File: src/hdl/pcp_pkg.sv
`default_nettype none
package pcp_pkg;

   localparam int MAG_W  = 51;   // magnitude of one rotated coordinate
   localparam int NUM_W  = 83;   // focal length times magnitude
   localparam int QUOT_W = 41;   // quotient bits below the clamp point
   localparam int STEP_N = QUOT_W;

   localparam logic [QUOT_W-1:0] QUOT_LIMIT = {1'b1, {(QUOT_W-1){1'b0}}};

   localparam logic [3:0] CSR_ROT_ROW0        = 4'd0;
   localparam logic [3:0] CSR_ROT_ROW1        = 4'd1;
   localparam logic [3:0] CSR_ROT_ROW2        = 4'd2;
   localparam logic [3:0] CSR_FOCAL_LENGTH    = 4'd3;
   localparam logic [3:0] CSR_PRINCIPAL_POINT = 4'd4;
   localparam logic [3:0] CSR_CENTER_XY       = 4'd5;
   localparam logic [3:0] CSR_CENTER_Z        = 4'd6;
   localparam logic [3:0] CSR_IMAGE_SIZE      = 4'd7;

   typedef struct packed {
      logic [2:0][47:0] rot;
      logic [31:0]      focal;
      logic [31:0]      ppx;
      logic [31:0]      ppy;
      logic [31:0]      cx;
      logic [31:0]      cy;
      logic [31:0]      cz;
      logic [15:0]      height;
      logic [15:0]      width;
   } cfg_type;

   typedef struct packed {
      logic [MAG_W-1:0]  rem_x;
      logic [MAG_W-1:0]  rem_y;
      logic [QUOT_W-1:0] num_x;
      logic [QUOT_W-1:0] num_y;
      logic [QUOT_W-1:0] quot_x;
      logic [QUOT_W-1:0] quot_y;
      logic [MAG_W-1:0]  den;
      logic              neg_x;
      logic              neg_y;
      logic              ovf_x;
      logic              ovf_y;
      logic              degen;
   } div_item_type;

endpackage
`default_nettype wire

File: src/hdl/pcp_div_step.sv
`default_nettype none
module pcp_div_step (
   input  wire logic                 clock,
   input  wire logic                 reset,
   input  wire logic                 in_valid,
   output logic                      in_ready,
   input  wire pcp_pkg::div_item_type in_item,
   output logic                      out_valid,
   input  wire logic                 out_ready,
   output pcp_pkg::div_item_type     out_item
);
   import pcp_pkg::*;

   logic         valid_ff;
   div_item_type item_ff;
   div_item_type item_in;
   logic [MAG_W:0] pre_x, pre_y;
   logic           ge_x, ge_y;

   always_comb begin
      pre_x = {in_item.rem_x, in_item.num_x[QUOT_W-1]};
      pre_y = {in_item.rem_y, in_item.num_y[QUOT_W-1]};
      ge_x  = pre_x >= {1'b0, in_item.den};
      ge_y  = pre_y >= {1'b0, in_item.den};
      item_in        = in_item;
      item_in.rem_x  = ge_x ? MAG_W'(pre_x - {1'b0, in_item.den}) : pre_x[MAG_W-1:0];
      item_in.rem_y  = ge_y ? MAG_W'(pre_y - {1'b0, in_item.den}) : pre_y[MAG_W-1:0];
      item_in.num_x  = {in_item.num_x[QUOT_W-2:0], 1'b0};
      item_in.num_y  = {in_item.num_y[QUOT_W-2:0], 1'b0};
      item_in.quot_x = {in_item.quot_x[QUOT_W-2:0], ge_x};
      item_in.quot_y = {in_item.quot_y[QUOT_W-2:0], ge_y};
   end

   assign in_ready  = ~valid_ff | out_ready;
   assign out_valid = valid_ff;
   assign out_item  = item_ff;

   always_ff @(posedge clock) begin
      if (reset) begin
         valid_ff <= 1'b0;
      end else if (in_ready) begin
         valid_ff <= in_valid;
      end
      if (in_ready) item_ff <= item_in;
   end

endmodule
`default_nettype wire

File: config.mk
export PLATFORM = sky130hd
export DESIGN_NAME = pcp_div_step
export DESIGN_NICKNAME = d
export VERILOG_FILES = /design/src/hdl/pcp_pkg.sv /design/src/hdl/pcp_div_step.sv
export SDC_FILE = /design/constraint.sdc
export NUM_CORES = 1
export LEC_CHECK = 0
export BUFFER_PORTS_ARGS = -buffer_cell sky130_fd_sc_hd__buf_2
export CAP_MARGIN = 20
export CORE_AREA = 2 2 255 257
export CTS_CLUSTER_SIZE = 20
export DETAILED_ROUTE_END_ITERATION = 10
export DIE_AREA = 0 0 257 259
export SLEW_MARGIN = 40
export SYNTH_ARGS = -nofsm -noshare
export SYNTH_HDL_FRONTEND = slang
export SYNTH_SLANG_ARGS = --single-unit
File: constraint.sdc
create_clock -name clock -period 13.8 [get_ports clock]
set_clock_uncertainty 0.2 [all_clocks]
set_input_delay 2.07 -clock clock [delete_from_list [all_inputs] [get_ports clock]]
set_output_delay 2.07 -clock clock [all_outputs]
set_load 0.005 [all_outputs]
# After elaboration in Yosys (flattened, before gate mapping)
# Cells that the tools add are included.
# totals
register_bits,321
in_bits,326
out_inout_bits,324
elab_cells,21
# classes
add_sub_neg,2
magnitude_cmp,2
mux,2
bitwise,2
# ops
cell,n
$ge A52 B51 Y1,2
$mux W51,2
$sub A51 B51 Y51,2
$not A1 Y1,1
$or A1 B1 Y1,1

# Longest topological paths before layout
# Gate-level depths: netlist (run 1).
# logic_depth
depth_word,2
mapped_depth,15
ltp_nobuf,14

# Least setup slack after synthesis (run 1)
# Ideal clock, no wire load.
# synth_timing
kind,input -> output
startpoint,input out_ready
endpoint,output in_ready
arrival_ns,9.766
required_ns,11.530
setup_slack_ns,1.764
cell_stages,1
path_buffers,0
path_cell_list,nand2b_1
# synth_via
elab_chain_len,1
# synth_lines
element,line,text
"start, declared",pcp_div_step.sv:9,"input wire logic out_ready,"
$or A1 B1 Y1,pcp_div_step.sv:34,assign in_ready = ~valid_ff | out_ready;
"end, declared",pcp_div_step.sv:6,"output logic in_ready,"
# No other way between the ends.

==> results of run 1 <==
[state kept, by name (all words and copies together) (netlist names)]
name and flops:
out_item 320, out_valid 1
[power by group through the flow]
stage	clock network [W]	registers (W)	logic (W)
finish	0.00100	0.00124	0.000623
global route	0.00107	0.00125	0.000682
CTS	0.00104	0.00124	0.000630
detailed placement	0	0.00126	0.000626
global placement	0	0.00126	0.000622
floorplan	0	0.00129	0.000308
[placed cells by master (no fill, tap or decap), types with 12 or more instances in the layout]
cell type,n
nor2_1,138
nand4_1,31
edfxtp_1,320
o21ai_0,65
inv_1,67
nor2b_1,12
xnor2_1,48
ha_1,102
nand2_1,88
a21oi_1,174
a31oi_1,14
clkbuf_16,39
nor3_1,18
buf_2,645
a21o_1,85
nand3_1,21
xor2_1,47
o21bai_1,13
mux2_1,12
[worst max path at each step]
stage,endpoint,startpoint,slack (ns)
after CTS,out_item[275],in_item[5],8.00
after global placement,out_item[318],in_item[6],7.12
final,out_item[275],in_item[5],7.96
after floorplan,in_ready,out_ready,1.76
after global routing,out_item[275],in_item[5],7.78
after detailed placement,out_item[275],in_item[5],7.42
[layer usage]
layer / up-vias / routed length, µm / GRT usage
met5: - / 103 / 0
met4: 16 / 2240 / 0.0670
met3: 110 / 4410 / 0.0529
met2: 491 / 35000 / 0.358
met1: 6883 / 26100 / 0.217
li1: 6671 / - / -
[worst reg2reg max path, stage by stage (launching register included)]
cell and delay (ns):
dfxtp_1 0.33, nand2b_4 0.36, buf_4 0.60, buf_6 0.64
[stage by stage]
step / cells / setup WS, ns / cell area, µm²
after global placement: 2895 / 7.12 / 20900
after floorplan: 1446 / 1.76 / 16800
after global routing: 2966 / 7.78 / 22200
final: 2970 / 7.96 / 22200
after CTS: 2965 / 8.00 / 22100
after detailed placement: 2895 / 7.42 / 20900
[kinds of logic after synthesis]
family | synth area share
AOI/OAI and AO/OA | 0.157
xor gates and xnor gates | 0.0496
adders and majority gates | 0.0784
buffers and inverters | 0.0310
DFF | 0.574
muxes | 0.0127
other | 0.000223
and+or+nand+nor | 0.0969
[layout make-up]
cell class,instances,area (µm²)
inverter,68,255
sequential,321,9630
multi-input combinational,998,6660
clock buffer,45,998
fill,6500,41700
clock inverter,25,221
antenna,4,10.0
tap,855,1070
timing repair buffer,654,3320
==> results.ini, run 1 <==
[outcome]
status = finished, final reports clean

[synth]
ys_types = 71
async_flop_share = 0
synth_area_mm2 = 0.0168
yosysTopAreaCell = edfxtp_1
synthTopCellsByCount = 320 x edfxtp_1, 174 x a21oi_1, 138 x nor2_1
yosysWarnings = 0
ys_seq_elements = 321
synth_ff_type = edfxtp_1
syn_inst = 1445
postSynthAreaPerCell_um2 = 11.6
synth_most_common_cell = edfxtp_1
yosys-top-cells-area = edfxtp_1 57%, ha_1 7.6%, a21oi_1 5.2%, a21o_1 3.8%, nor2_1 3.1%
synth_top_area_share = 0.573
synth_edf_count = 320
ys_seq_area_frac = 0.574

[sta]
hold_violations = 0
rsz0062_at_grt = false
max_freq_mhz = 171
finalHoldWorstSlack_ns = 0.652
setup_viol = 0
report.final.slew_viol_count = 0
period_needed_ns = 5.84
fin_crit_sh = 0.423
relSlewSlack = 0.394
setup_tns_ns = 0
tightest_slew_ns = 0.900

[cells_and_area]
drive_gt1_frac = 0.351
area_growth_pct = 32.1
fin_nets = 2512
postLayoutCoreUtil = 0.347

[worst_setup_path]
path_buf_inv = 2
r2r_cells = 3
crit_type = primary input to register
crit_chain = buf_2 -> ha_1 -> fa_1 -> nor2b_1 -> o2111ai_1 -> and4_1 -> o21ai_1 -> a21oi_2 -> a211oi_2 -> nor2_1 -> o31ai_4 -> buf_6 -> mux2_2
crit_path_end_kind = register
crit_fanout = 85
path_delay_family = compound AO/OA/AOI/OAI gates
reg2reg_to = out_item[6]
r2r_start = out_valid
slowest_delay_ns = 0.55
worstPathArrival_ns = 5.94
worstPathRequired_ns = 13.90
start_kind = primary input
cp_slowest_cell = buf_6
r2r_slack_ns = 11.23
cp.depth = 13

[clock_tree]
htree_num_levels = 2
cts_tree = built
cts_num_sinks = 321
post_cts_buffers = 0
cts-resized-gates = 0
clkTransAtPathRegs_ns = 0.06
hold_buffers = 0
cts_buffers = 39
clk_latency_ns = 0.55
clockRootBuffer = clkbuf_16
max-clock-path-buffers = 3

[power_and_ir_drop]
pwr-share-clk = 0.350
intPower_w = 0.00203
total_power_w = 0.00286
p_leak_nw = 9.92
power.combinational.fraction = 0.218
seqPwrFrac = 0.433
power.density_mw_per_mm2 = 129
p_sw_w = 0.000835
ir_worst_vdd_v = 0.0000694
switching_share = 0.292

[drt]
ant_nets = 0
drt-pass1-iter-count = 5
wirelength_mm = 67.9
vias = 14171
wl_per_cell_um = 22.9
drt_iter0_markers = 1128
drt-vias-per-instance = 4.77
drc_errors = 0

[grt]
antenna_found_initial = 19
grt.total_usage = 0.195
overflow = 0
grt_max_degree = 86
grt_pass1_wl_mm = 95.8
grt_pass1_vias = 14197

[floorplanning]
dieArea_mm2 = 0.0666
start_util = 0.263
die_h_um = 259
core_area_mm2 = 0.0639
io_pins = 650
fp.dieW_um = 257
std_cell_rows = 93

[worst_hold_path]
hold_depth = 2
whs_endpoint = out_valid
hold_start = out_valid
hp-class = register to register

[placed_design]
place_congestion = 0.916
io_buffers = 645
hpwlAfterDp_mm = 55.6

[flow_run]
cap_violations = 0

(Power assumes the default switching activity.)
==> inputs of run 2 (changes only) <==
clock period = 5.84 ns   (was 13.8 ns; I/O delays follow)
==> run 2 against run 1 <==
Clock power increased to 2.7 times the previous value. Combinational power increased by 140%. Count of clock-buffer cells in the layout increased by 3. Sequential share of layout area decreased by 0.54 points. Flip-flop and latch count unchanged. Sequential power increased by 140%. Register-to-register slack got worse by 7.7 ns. Routed wire length increased by 3.6%.
==> results.ini, run 2 (synthesis results as in run 1) <==
[worst_setup_path]
worstPathArrival_ns = 4.55  ; -1.39 ns
r2r_start = out_valid
crit_type = primary input to register
worstPathRequired_ns = 5.95  ; -7.95 ns
slowest_delay_ns = 0.55  ; about the same
crit_chain = buf_2 -> inv_1 -> ha_1 -> nor2b_1 -> o21ai_0 -> a21oi_1 -> o21ai_0 -> a21boi_0 -> o21ai_0 -> o41ai_1 -> buf_4 -> a21oi_1 -> xnor2_1 -> mux2_2
path_buf_inv = 3  ; +1
crit_start = in_item[6]
crit_fanout = 4  ; -95%
cp_slowest_cell = a21boi_0
cpMostUsedCell = o21ai_0
path_delay_family = compound AO/OA/AOI/OAI gates
crit_path_end_kind = register
start_kind = primary input

[clock_tree]
cts_tree = built
cts_num_sinks = 321  ; unchanged
clkTransAtPathRegs_ns = 0.06  ; about the same
hold_buffers = 0  ; unchanged
cts-resized-gates = 0  ; unchanged
htree_num_levels = 2  ; unchanged
post_cts_buffers = 0  ; unchanged
max-clock-path-buffers = 3  ; unchanged
clockRootBuffer = clkbuf_16
cts_buffers = 43  ; +10%
clk_latency_ns = 0.56  ; about the same

[sta]
setup_viol = 0  ; unchanged
fin_crit_sh = 0.761
hold_violations = 0  ; unchanged
period_needed_ns = 4.44
finalWorstSetupSlack_ns = 1.40  ; -6.57 ns
report.final.slew_viol_count = 0  ; unchanged
tightest_slew_ns = 0.827  ; -0.0726 ns
max_freq_mhz = 225
relSlewSlack = 0.449  ; +0.0547
rsz0062_at_grt = false
finalHoldWorstSlack_ns = 0.283  ; -0.370 ns
setup_tns_ns = 0  ; unchanged

[placed_design]
place_congestion = 0.882  ; -3.6%
placedInstanceArea_mm2 = 0.0210  ; +0.19%
hpwlAfterDp_mm = 57.2  ; +2.8%
dp_slack_ns = 0.920  ; -6.50 ns
io_buffers = 645  ; unchanged

[worst_hold_path]
hold_start = in_item[177]
hp-class = primary input to register

[power_and_ir_drop]
p_leak_nw = 10.1  ; +1.4%
power.density_mw_per_mm2 = 317  ; +150%
ir_worst_vdd_v = 0.000173  ; +150%

[drt]
ant_nets = 0  ; unchanged
vias = 14380  ; +1.5%
drt-pass1-iter-count = 5  ; unchanged
drt-vias-per-instance = 4.81  ; +0.83%
wl_per_cell_um = 23.6  ; +3.0%
drt_iter0_markers = 1412  ; +25%
drc_errors = 0  ; unchanged
wirelength_mm = 70.4  ; +3.6%

[cells_and_area]
drive_gt1_frac = 0.354  ; +0.00214
design_area_mm2 = 0.0224  ; +1.3%
layout_commonest_cell = buf_2
area_growth_pct = 33.8
largest_reg_flops = 320  ; unchanged
final_cell_mix = 645 x buf_2, 320 x edfxtp_1, 174 x a21oi_1
postLayoutCoreUtil = 0.351  ; +0.00439
fin_nets = 2517  ; +0.20%

[floorplanning]
start_util = 0.263  ; unchanged
dieArea_mm2 = 0.0666  ; unchanged
die_h_um = 259  ; unchanged
core_area_mm2 = 0.0639  ; unchanged
fp.dieW_um = 257  ; unchanged
io_pins = 650  ; unchanged
std_cell_rows = 93  ; unchanged

[grt]
grt_pass1_wl_mm = 98.0  ; +2.4%
grt_pass1_vias = 14110  ; -0.61%
antenna_found_initial = 31  ; +12
overflow = 0  ; unchanged
grt.total_usage = 0.202  ; +0.00675
grt_max_degree = 146  ; +70%

[flow_run]
cap_violations = 0  ; unchanged

[outcome]
status = finished, final reports clean

-- run 2: area by class of cell --
class / instances / area (µm²)
diodes: 16 / 40.0
clock buffers: 48 / 1090
fillers: 6420 / 41400
inverters: 68 / 255
multi-input cells: 998 / 6650
clock inverters: 28 / 333
repair buffers: 655 / 3370
flip-flops and latches: 321 / 9630
well taps: 855 / 1070
-- run 2: final timing paths --
path	endpoint	slack, ns	depth (start not counted)
hold / removal	out_item[178]	0.28	1
setup / recovery	out_item[318]	1.40	14
hold reg to reg	out_item[71]	0.86	1
setup reg to reg	out_item[263]	3.54	3
-- run 2: power by group --
group	internal [W]	switching [W]	total, W
logic	0.000608	0.000876	0.00148
registers	0.00285	0.0000772	0.00293
clock network	0.00162	0.00107	0.00270
-- run 2: per-layer routing --
metal	up-vias	GRT usage	share of wire
li1	6714	-	-
met1	6900	0.222	0.37
met2	593	0.362	0.50
met3	149	0.0639	0.079
met4	24	0.0809	0.043
met5	-	0	0.0021
-- run 2: through the flow --
stage	power (W)	instances
after floorplan	0.00374	1446
after global placement	0.00446	2896
after detailed placement	0.00446	2896
after CTS	0.00721	2972
after global routing	0.00744	2976
final	0.00711	2989
