`src/hdl/pcp_pkg.sv`:
```
`default_nettype none
package pcp_pkg;

   localparam int MAG_W  = 51;   // magnitude of one rotated coordinate
   localparam int NUM_W  = 83;   // focal length times magnitude
   localparam int QUOT_W = 41;   // quotient bits below the clamp point
   localparam int STEP_N = QUOT_W;

   localparam logic [QUOT_W-1:0] QUOT_LIMIT = {1'b1, {(QUOT_W-1){1'b0}}};

   localparam logic [3:0] CSR_ROT_ROW0        = 4'd0;
   localparam logic [3:0] CSR_ROT_ROW1        = 4'd1;
   localparam logic [3:0] CSR_ROT_ROW2        = 4'd2;
   localparam logic [3:0] CSR_FOCAL_LENGTH    = 4'd3;
   localparam logic [3:0] CSR_PRINCIPAL_POINT = 4'd4;
   localparam logic [3:0] CSR_CENTER_XY       = 4'd5;
   localparam logic [3:0] CSR_CENTER_Z        = 4'd6;
   localparam logic [3:0] CSR_IMAGE_SIZE      = 4'd7;

   typedef struct packed {
      logic [2:0][47:0] rot;
      logic [31:0]      focal;
      logic [31:0]      ppx;
      logic [31:0]      ppy;
      logic [31:0]      cx;
      logic [31:0]      cy;
      logic [31:0]      cz;
      logic [15:0]      height;
      logic [15:0]      width;
   } cfg_type;

   typedef struct packed {
      logic [MAG_W-1:0]  rem_x;
      logic [MAG_W-1:0]  rem_y;
      logic [QUOT_W-1:0] num_x;
      logic [QUOT_W-1:0] num_y;
      logic [QUOT_W-1:0] quot_x;
      logic [QUOT_W-1:0] quot_y;
      logic [MAG_W-1:0]  den;
      logic              neg_x;
      logic              neg_y;
      logic              ovf_x;
      logic              ovf_y;
      logic              degen;
   } div_item_type;

endpackage
`default_nettype wire

```
`src/hdl/pcp_back.sv`:
```
`default_nettype none
module pcp_back (
   input  wire logic                 clock,
   input  wire logic                 reset,
   input  wire pcp_pkg::cfg_type     cfg,
   input  wire logic                 in_valid,
   output logic                      in_ready,
   input  wire pcp_pkg::div_item_type in_item,
   output logic                      out_valid,
   input  wire logic                 out_ready,
   output logic [31:0]               image_u,
   output logic [31:0]               image_v,
   output logic                      inside_res,
   output logic                      degenerate
);
   import pcp_pkg::*;

   logic              valid_ff;
   logic [31:0]       u_ff, v_ff;
   logic              inside_ff, degen_ff;
   logic [QUOT_W-1:0] mag_x, mag_y;
   logic signed [42:0] val_x, val_y, sum_x, sum_y, h_lim, w_lim;
   logic [31:0]       sat_x, sat_y;
   logic              in_bounds;

   function automatic logic [31:0] sat32(input logic signed [42:0] s);
      logic [31:0] r;
      if (s > 43'sd2147483647) r = 32'h7fff_ffff;
      else if (s < -43'sd2147483648) r = 32'h8000_0000;
      else r = s[31:0];
      return r;
   endfunction

   always_comb begin
      mag_x = (in_item.ovf_x || in_item.quot_x > QUOT_LIMIT) ? QUOT_LIMIT : in_item.quot_x;
      mag_y = (in_item.ovf_y || in_item.quot_y > QUOT_LIMIT) ? QUOT_LIMIT : in_item.quot_y;
      val_x = in_item.neg_x ? -$signed({2'b00, mag_x}) : $signed({2'b00, mag_x});
      val_y = in_item.neg_y ? -$signed({2'b00, mag_y}) : $signed({2'b00, mag_y});
      sum_x = val_x + $signed({{11{cfg.ppx[31]}}, cfg.ppx});
      sum_y = val_y + $signed({{11{cfg.ppy[31]}}, cfg.ppy});
      h_lim = $signed({11'd0, cfg.height, 16'd0});
      w_lim = $signed({11'd0, cfg.width, 16'd0});
      sat_x = sat32(sum_x);
      sat_y = sat32(sum_y);
      // test the unsaturated sums
      in_bounds = (sum_x > 43'sd0) && (sum_x < h_lim) && (sum_y > 43'sd0) && (sum_y < w_lim);
   end

   assign in_ready   = ~valid_ff | out_ready;
   assign out_valid  = valid_ff;
   assign image_u    = u_ff;
   assign image_v    = v_ff;
   assign inside_res = inside_ff;
   assign degenerate = degen_ff;

   always_ff @(posedge clock) begin
      if (reset) begin
         valid_ff <= 1'b0;
      end else if (in_ready) begin
         valid_ff <= in_valid;
      end
      if (in_ready) begin
         u_ff      <= in_item.degen ? 32'd0 : sat_x;
         v_ff      <= in_item.degen ? 32'd0 : sat_y;
         inside_ff <= ~in_item.degen & in_bounds;
         degen_ff  <= in_item.degen;
      end
   end

endmodule
`default_nettype wire

```
`config.mk`:
```
export PLATFORM = sky130hd
export DESIGN_NAME = pcp_back
export DESIGN_NICKNAME = d
export VERILOG_FILES = /design/src/hdl/pcp_pkg.sv /design/src/hdl/pcp_back.sv
export SDC_FILE = /design/constraint.sdc
export NUM_CORES = 1
export LEC_CHECK = 0
export BUFFER_PORTS_ARGS = -buffer_cell sky130_fd_sc_hd__buf_2
export CORE_AREA = 2 2 293 295
export CTS_CLUSTER_DIAMETER = 80
export CTS_CLUSTER_SIZE = 40
export DETAILED_ROUTE_END_ITERATION = 8
export DIE_AREA = 0 0 295 297
export PLACE_DENSITY = 0.35
export RECOVER_POWER = 25
export SYNTH_ARGS = -nofsm -noshare
export SYNTH_HDL_FRONTEND = slang
export SYNTH_SLANG_ARGS = --single-unit
```
`constraint.sdc`:
```
create_clock -name clock -period 10.45 [get_ports clock]
set_input_delay 0 -clock clock [delete_from_list [all_inputs] [get_ports clock]]
set_output_delay 0 -clock clock [all_outputs]
set_load 0.005 [all_outputs]
```
Yosys cells after proc, flatten, opt, wreduce, memory -nomap -nowiden. Index checks and enable logic that the tools add are counted.

Bits in registers: 67. Output and inout bits: 68. Logic and storage cells: 40.

Add/sub/neg operators: 4. $lt $le $gt $ge: 10. Mux-type cells: 8. Bitwise operators: 4. Reductions and logical operators: 7.

Operator list (count): $add 43x32->43 (2); $gt 43x1->1 const B (2); $gt 43x32->1 const B (2); $lt 43x32->1 const B (2); $lt 43x33->1 (2); $mux 43 (2); $neg 41->43 (2); $gt 41x41->1 const B (2); $mux 41 (2); $mux 32 (2); $mux 31 (2); $reduce_or 2->1 (2); $logic_and 1x1->1 (3); $logic_or 1x1->1 (2); $not 1->1 (2); $and 1x1->1 (1); $or 1x1->1 (1).

Depth between registers and ports, before layout. Gate-level depths: netlist of the first run.

Depth after elaboration: 11. Depth in mapped cells: 36. Depth with buffers taken out: 33.

Least setup slack after synthesis of the first run. OpenSTA, ideal clock, no wires.

Kind: input to register. Start point: input port in_item[110] in the netlist's numbering. End point: register inside_ff, in the netlist inside_res (data pin). Arrival: 6895 ps. Path slack: 3282 ps. Stages: 35. Cells stage by stage: nor4_1 -> nor4b_1 -> nand4_1 -> a21oi_1 -> clkbuf_1 -> clkbuf_1 -> nand2_1 -> ha_1 -> inv_1 -> or2_2 -> nor2_1 -> a21oi_1 -> a21oi_1 -> o21ai_0 -> or3_1 -> a21oi_1 -> a311oi_1 -> ha_1 -> clkbuf_1 -> a21oi_1 -> o21ai_0 -> a211oi_1 -> a21oi_1 -> nor2_1 -> xor2_1 -> inv_1 -> ha_1 -> nand3_1 -> or4_1 -> a2111oi_0 -> or4_1 -> a21oi_1 -> a221o_1 -> a2111oi_0 -> nor4b_1.

Longest elaborated chain between the ends: 11.

RTL lines: start, declared (RTL line pcp_back.sv:8) `input wire pcp_pkg::div_item_type in_item,`; $gt 41x41->1 (RTL line pcp_back.sv:35) `mag_x = (in_item.ovf_x || in_item.quot_x > QUOT_LIMIT) ? QUOT_LIMIT : in_item.quot_x;`; $logic_or 1x1->1 (RTL line pcp_back.sv:35); $mux 41 (*) (RTL line pcp_back.sv:35); $neg 41->43 (RTL line pcp_back.sv:37) `val_x = in_item.neg_x ? -$signed({2'b00, mag_x}) : $signed({2'b00, mag_x});`; $mux 43 (*) (RTL line pcp_back.sv:37); $add 43x32->43 (*) (RTL line pcp_back.sv:39) `sum_x = val_x + $signed({{11{cfg.ppx[31]}}, cfg.ppx});`; $gt 43x1->1 or $lt 43x33->1 (tied branches) (RTL line pcp_back.sv:46) `in_bounds = (sum_x > 43'sd0) && (sum_x < h_lim) && (sum_y > 43'sd0) && (sum_y < w_lim);`; $logic_and 1x1->1 (*) (3 in series) (RTL line pcp_back.sv:46); $and 1x1->1 (*) (RTL line pcp_back.sv:65) `inside_ff <= ~in_item.degen & in_bounds;`; end signal, assigned (RTL line pcp_back.sv:65); end, declared (RTL line pcp_back.sv:20) `logic inside_ff, degen_ff;`.

Mark *: on every way between the ends. The rest lies on a longest branch, timed or not. A chain may end at the register's enable or synchronous reset.

Worst setup path after layout of the first run.
Start point: input port in_item[109] in the netlist's numbering. End point: register inside_ff, in the netlist inside_res (data pin).

The elaborated chain is that of the path after synthesis.

==> results.py, run 1 <==
metrics = {
    "pwr": {
        "pwr-share-seq_pct": 23.2,
        "swShare_pct": 46.3,
        "p_switching_w": 0.000742,
        "peakVddDrop_v": 0.0000793,
        "power.leakage_nw": 5.87,
        "power_frac_comb_pct": 54.1,
        "p_clk_share_pct": 22.7,
        "p_int_w": 0.000862,
        "powerDensity_mw_per_mm2": 111,
        "total_power_w": 0.00160,
    },
    "critical_path": {
        "path_class": "input port to register",
        "r2r_end": "image_v[19]$_SDFFCE_PP0P_",
        "critPathLaunchType": "input port",
        "critPathArrivalTime_ns": 8.88,
        "worstReg2RegStart": "out_valid$_SDFFE_PP0P_",
        "reg2reg_slack_ns": 8.64,
        "cp_slowest_cell": "nor4b_1",
        "reg2reg_depth": 2,
        "cp_max_fo": 7,
        "slowest_delay_ns": 0.66,
        "endpoint_kind": "register",
        "required_ns": 10.62,
    },
    "yosys": {
        "synthTopCellsByCount": "159 x a21oi_1, 151 x nand2_1, 136 x nor2_1",
        "synthArstFlopShare_pct": 0,
        "synth_top_area_cell": "edfxtp_1",
        "yosys_most_used_dff": "edfxtp_1",
        "synth.distinct_cells": 93,
        "synth_top_area_share_pct": 17.0,
        "synth_area_mm2": 0.0116,
        "synth_edf_count": 66,
        "syn-num-nets": 2383,
        "syn_inst": 1570,
        "synth.avg_cell_area_um2": 7.41,
        "synth_warnings": 0,
        "ys_ff_latch": 67,
        "synth_area_leaders": "edfxtp_1 17%, ha_1 13%, a21oi_1 6.8%",
        "seq_area_frac_synth_pct": 17.2,
        "yosysMostFrequentCell": "a21oi_1",
    },
    "global_routing": {
        "grt_pass1_vias": 12500,
        "grt_first_pass_wirelength_mm": 79.2,
        "antenna_found_initial": 5,
        "grt_max_degree": 54,
        "grt_remaining_overflow": 0,
        "grt_usage_pct": 11.9,
    },
    "placed_design": {
        "place_congestion": 0.872,
        "pre_cts_ws_ns": 1.35,
        "dpl-instance-area_mm2": 0.0141,
        "port_buffers": 254,
        "dp_hpwl_mm": 45.5,
    },
    "die": {
        "io_pins": 762,
        "die_area_mm2": 0.0876,
        "row_count": 107,
        "die_w_um": 295,
        "initial_core_util_pct": 13.8,
        "coreArea_mm2": 0.0845,
        "die_y_um": 297,
    },
    "clock_network": {
        "clkTransAtPathRegs_ns": 0.10,
        "clk_latency_ns": 0.39,
        "cts_root_buf": "clkbuf_16",
        "post_cts_buffers": 0,
        "cts_sinks": 67,
        "tritoncts": "built",
        "cts_resized": 0,
        "clock_path_buffers": 2,
        "htree_levels": 3,
        "cts_buffers": 9,
    },
    "finish": {
        "final_cell_area_mm2": 0.0144,
        "layout-drive-gt1-share_pct": 16.8,
        "area_growth_pct": 24.2,
        "nets": 2593,
        "fill_cells": 9680,
    },
    "timing": {
        "period_share_pct": 83.4,
        "rsz0062_at_grt": "false",
        "period_needed_ns": 8.71,
        "worst_pin_slew_ns": 1.02,
        "finalHoldViolations": 0,
        "clock_skew_ns": 0.0253,
        "fin_ws_ns": 1.74,
        "maxSlewHeadroom_pct": 31.9,
        "finalSetupViolCount": 0,
        "setup_tns_ns": 0,
        "max_freq_ghz": 0.115,
        "final-max-slew-violation-count": 0,
    },
    "routing": {
        "drtAntennaViolNets": 0,
        "routedWlPerCell_um": 18.3,
        "first_iter_violations": 758,
        "num_vias": 12800,
        "wl_mm": 53.6,
        "avgViaCountPerCell": 4.35,
        "drc": 0,
        "drt_pass1_iterations": 6,
    },
    "hold_path": {
        "min_from": "cfg[160]",
        "hold-path-endpoint": "image_u[0]$_SDFFCE_PP0P_",
        "hold_depth": 4,
        "hold_path_class": "input port to register",
    },
    "run_status": {
        "outcome": "complete, no violations",
    },
    "run": {
        "maxCapViolCount": 0,
    },
}
## layout make-up
| cell class | instances | area (um^2) | area share [%] |
|---|---|---|---|
| Clock buffer | 9 | 225 | 1.56 |
| Antenna cell | 3 | 7.51 | 0.0520 |
| Multi-Input combinational cell | 1349 | 9010 | 62.4 |
| Tap cell | 1144 | 1430 | 9.91 |
| Inverter | 79 | 297 | 2.05 |
| Timing Repair Buffer | 274 | 1390 | 9.59 |
| Clock inverter | 7 | 83.8 | 0.580 |
| Sequential cell | 67 | 2000 | 13.9 |
## power by group through the flow
stage                     clock [W]  sequential (W)  combinational, W
after floorplan                   0        0.000384          0.000527
after global placement            0        0.000378          0.000886
after detailed placement          0        0.000378          0.000884
after CTS                  0.000380        0.000373          0.000890
after global routing       0.000387        0.000378          0.000974
final                      0.000364        0.000372          0.000868
## layer usage
layer | GRT usage, % | vias up | wire length, um
met5 | 0 | - | 13
met4 | 2.87 | 2 | 705
met3 | 1.29 | 31 | 1810
met2 | 17.7 | 304 | 22900
met1 | 17.9 | 6073 | 28200
li1 | - | 6345 | -
## registers in the layout, summed over array words and instances (netlist names)
signal	flops
inside_res	1
image_u	32
degenerate	1
out_valid	1
image_v	32
## worst max-delay path by stage
stage | startpoint | to | slack, ns | cells past startpoint
2_1_floorplan | in_item[110] | inside_res$_DFFE_PP_ | 3.28 | 35
3_3_place_gp | in_item[110] | inside_res$_DFFE_PP_ | 1.42 | 35
3_5_place_dp | in_item[109] | inside_res$_DFFE_PP_ | 1.35 | 33
4_1_cts | in_item[109] | inside_res$_DFFE_PP_ | 1.76 | 33
5_1_grt | in_item[109] | inside_res$_DFFE_PP_ | 0.95 | 35
6_report | in_item[109] | inside_res$_DFFE_PP_ | 1.74 | 33
## layout by cell type, fill, tap and decap left out, types with 21 or more instances in the layout
cell	synthesis	final
nand3_1	29	29
ha_1	117	117
nand4_1	41	41
a211oi_1	21	21
xnor2_1	44	44
nor2_1	136	136
clkbuf_1	45	35
inv_1	79	79
or3_1	27	27
o21a_1	23	23
buf_2	19	219
o31ai_1	25	25
nor3_1	45	45
nand2_1	151	151
o21ai_0	121	121
a21o_1	33	33
a21oi_1	159	159
xor2_1	69	69
edfxtp_1	66	66
## critical path: cells and delay by family
kind | cells | cell delay, ns
XOR/XNOR | 1 | 0.50
AND/OR/NAND/NOR | 14 | 3.62
AO/OA/AOI/OAI | 10 | 3.21
adder cells (fa/ha/maj) | 3 | 0.86
buffers and inverters | 5 | 0.69
## kinds of logic after synthesis
kind of cell / after synthesis / synth area share, %
DFF: 67 / 17.2
xor gates and xnor gates: 114 / 8.65
AOI/OAI and AO/OA: 545 / 30.5
adders and majority gates: 119 / 12.9
buffers and inverters: 154 / 5.47
and+or+nand+nor: 561 / 24.3
muxes: 10 / 0.882
## metrics by stage
| stage | cells | hold WS [ns] | utilization (%) |
|---|---|---|---|
| finish | 2932 | 0.151 | 17.1 |
| global route | 2931 | 0.202 | 17.1 |
| CTS | 2929 | 0.108 | 17.1 |
| detailed placement | 2910 | 0.155 | 16.7 |
| global placement | 2910 | 0.160 | 16.7 |
| floorplan | 1570 | 0.0691 | - |
## timing repair
item / 4_1_cts / 5_1_grt
hold endpoints to repair: 2 / 0
hold buffers: 3 / 0
setup endpoints to repair: 0 / 0
Power figures use the tool's default switching activity.
==> run 2: changes to the inputs <==
--- a/config.mk
+++ b/config.mk
@@ -5,13 +5,14 @@
 export SDC_FILE = /design/constraint.sdc
 export NUM_CORES = 1
 export LEC_CHECK = 0
+export ABC_AREA = 1
 export BUFFER_PORTS_ARGS = -buffer_cell sky130_fd_sc_hd__buf_2
-export CORE_AREA = 2 2 293 295
+export CORE_AREA = 2 2 295 297
 export CTS_CLUSTER_DIAMETER = 80
 export CTS_CLUSTER_SIZE = 40
 export DETAILED_ROUTE_END_ITERATION = 8
-export DIE_AREA = 0 0 295 297
-export PLACE_DENSITY = 0.35
+export DIE_AREA = 0 0 297 299
+export PLACE_DENSITY = 0.37
 export RECOVER_POWER = 25
 export SYNTH_ARGS = -nofsm -noshare
 export SYNTH_HDL_FRONTEND = slang
==> constraint.sdc (replaced) <==
create_clock -name clock -period 8 [get_ports clock]
set_input_delay 0 -clock clock [delete_from_list [all_inputs] [get_ports clock]]
set_output_delay 0 -clock clock [all_outputs]
set_load 0.005 [all_outputs]
==> results.py, run 2 <==
metrics = {
    "run_status": {
        "outcome": "complete, but fails checks",
        "violations": "max-capacitance violations, max-slew violations",
    },
    "clock_network": {
        "cts_root_buf": "clkbuf_16",
        "clock_path_buffers": 2,
        "clk_latency_ns": 0.35,
        "htree_levels": 3,
        "cts_buffers": 9,
        "cts_sinks": 67,
        "tritoncts": "built",
        "clkTransAtPathRegs_ns": 0.06,
    },
    "routing": {
        "drc": 0,
        "drtAntennaViolNets": 0,
        "first_iter_violations": 654,
        "num_vias": 14200,
        "routedWlPerCell_um": 16.7,
        "wl_mm": 58.9,
        "avgViaCountPerCell": 4.04,
        "drt_pass1_iterations": 5,
    },
    "yosys": {
        "seq_area_frac_synth_pct": 15.7,
        "yosysMostFrequentCell": "nand2_1",
        "synth_top_area_share_pct": 16.5,
        "ys_ff_latch": 67,
        "synth_area_mm2": 0.0127,
        "synthArstFlopShare_pct": 0,
        "synth.distinct_cells": 55,
        "synth_edf_count": 66,
        "synth_top_area_cell": "nand2_1",
        "syn_inst": 2121,
        "syn-num-nets": 2934,
        "synth.avg_cell_area_um2": 6.01,
        "yosys_most_used_dff": "edfxtp_1",
        "synth_warnings": 0,
        "synthTopCellsByCount": "561 x nand2_1, 299 x nor2_1, 288 x inv_1",
        "synth_area_leaders": "nand2_1 17%, edfxtp_1 16%, ha_1 11%",
    },
    "critical_path": {
        "endpoint_kind": "register",
        "reg2reg_slack_ns": 6.38,
        "critPathLaunchType": "input port",
        "critPathArrivalTime_ns": 6.45,
        "crit_top_cell": "nand2_1",
        "cp_max_fo": 37,
        "required_ns": 8.15,
        "reg2reg_depth": 2,
        "r2r_end": "image_u[20]$_SDFFCE_PP0P_",
        "crit_path_start": "in_item[84]",
        "slowest_delay_ns": 0.89,
        "path_class": "input port to register",
        "cp_slowest_cell": "o21ai_2",
        "crit_end": "image_v[3]$_SDFFCE_PP0P_",
        "worstReg2RegStart": "out_valid$_SDFFE_PP0P_",
    },
    "finish": {
        "final_cell_mix": "560 x nand2_1, 299 x nor2_1, 288 x inv_1",
        "layout-drive-gt1-share_pct": 12.2,
        "final_common_cell": "nand2_1",
        "stdcell_count": 3522,
        "area_growth_pct": 22.1,
        "fill_cells": 10200,
        "nets": 3169,
    },
    "die": {
        "die_w_um": 297,
        "die_area_mm2": 0.0888,
        "io_pins": 762,
        "die_y_um": 299,
        "row_count": 108,
        "initial_core_util_pct": 14.8,
        "coreArea_mm2": 0.0859,
    },
    "timing": {
        "maxSlewHeadroom_pct": -80.1,
        "max_freq_ghz": 0.159,
        "clock_skew_ns": 0.00722,
        "finalHoldViolations": 0,
        "final-max-slew-violation-count": 56,
        "rsz0062_at_grt": "false",
        "worst_pin_slew_ns": 2.70,
        "period_share_pct": 78.8,
        "period_needed_ns": 6.30,
        "finalSetupViolCount": 0,
        "fin_ws_ns": 1.70,
        "whs_ns": 0.148,
        "setup_tns_ns": 0,
    },
    "global_routing": {
        "grt_use_met1_pct": 17.3,
        "globalRouteMet3Util_pct": 2.44,
        "grt_remaining_overflow": 0,
        "antenna_found_initial": 22,
        "grt_max_degree": 56,
        "grt_usage_pct": 12.9,
        "busiest_layer": "met2",
        "grt_first_pass_wirelength_mm": 87.7,
        "grt_pass1_vias": 14500,
        "use_met2_pct": 21.6,
    },
    "hold_path": {
        "hold_path_class": "input port to register",
        "min_from": "cfg[128]",
    },
    "run": {
        "maxCapViolCount": 1,
    },
    "pwr": {
        "total_power_w": 0.00239,
        "peakVddDrop_v": 0.0000930,
        "powerDensity_mw_per_mm2": 154,
        "power.leakage_nw": 7.31,
    },
    "placed_design": {
        "dp_hpwl_mm": 52.6,
        "place_inst": 3498,
        "pre_cts_ws_ns": 1.37,
        "port_buffers": 254,
        "place_congestion": 0.875,
    },
}
==> run 2: cell types whose count changed after synthesis, sizes merged, moves of 18 or more <==
cell	before	now
xor2	69	89
o21a	23	1
a211oi	22	3
a21oi	161	179
inv	79	296
o31ai	26	4
a21o	33	8
nor2	138	308
clkbuf	48	14
nand2	151	566
or3	28	0
nand3	29	110
==> run 2: logic make-up (layout without fill, tap and decap cells) <==
logic type,Yosys count,count (layout),share of synthesized area (%)
AO/OA/AOI/OAI,368,368,16.2
XOR/XNOR,140,140,9.68
adder cells (fa/ha/maj),119,119,11.8
buffers and inverters,337,577,10.8
flip-flops,67,67,15.7
other,0,6,0
AND/OR/NAND/NOR,1090,1090,35.8
==> run 2: per-stage QoR <==
stage | cell area (um^2) | util [%]
6_report | 15600 | 18.1
5_1_grt | 15500 | 18.1
4_1_cts | 15600 | 18.1
3_5_place_dp | 15300 | 17.8
3_3_place_gp | 15300 | 17.8
2_1_floorplan | 12700 | -
==> run 2: worst max-delay path, delay by kind of cell <==
kind	cells	cell delay (ns)
AOI/OAI and AO/OA	7	2.11
buffers and inverters	3	0.26
and+or+nand+nor	21	3.19
adders and majority gates	1	0.33
xor gates and xnor gates	2	0.50
==> run 2: area by class of cell <==
| cell class | count | area (um^2) | area share [%] |
|---|---|---|---|
| multi-input combinational | 1717 | 9380 | 60.3 |
| sequential | 67 | 2000 | 12.9 |
| tap | 1155 | 1450 | 9.29 |
| timing repair buffer | 264 | 1310 | 8.41 |
| inverter | 297 | 1110 | 7.16 |
| clock buffer | 9 | 225 | 1.45 |
| clock inverter | 7 | 68.8 | 0.442 |
| antenna | 6 | 15.0 | 0.0965 |
==> run 2: where the power goes <==
group | internal, W | leakage, nW | switching (W)
sequential | 0.000464 | 0.738 | 0.0000259
combinational | 0.000489 | 6.43 | 0.00100
clock | 0.000240 | 0.143 | 0.000169
total | 0.00119 | 7.31 | 0.00120
==> run 2: worst min-delay path by stage <==
| stage | endpoint | slack, ns | depth (start not counted) |
|---|---|---|---|
| 3_3_place_gp | out_valid$_SDFFE_PP0P_ | 0.16 | 2 |
| 4_1_cts | image_v[0]$_SDFFCE_PP0P_ | 0.14 | 4 |
| 2_1_floorplan | out_valid$_SDFFE_PP0P_ | 0.07 | 1 |
| 5_1_grt | degenerate$_DFFE_PP_ | 0.23 | 3 |
| 6_report | image_v[0]$_SDFFCE_PP0P_ | 0.15 | 4 |
| 3_5_place_dp | out_valid$_SDFFE_PP0P_ | 0.16 | 2 |
==> run 2: metal layers <==
metal	share of wire, %	vias up
li1	-	7433
met1	48	6429
met2	45	285
met3	4.6	55
met4	1.9	14
met5	0.15	-
==> run 2: what timing repair did <==
action                                 4_1_cts  5_1_grt
buffers inserted                             0        0
endpoints found under the hold margin        1        0
hold buffers                                 2        0
resized for setup                            0        0
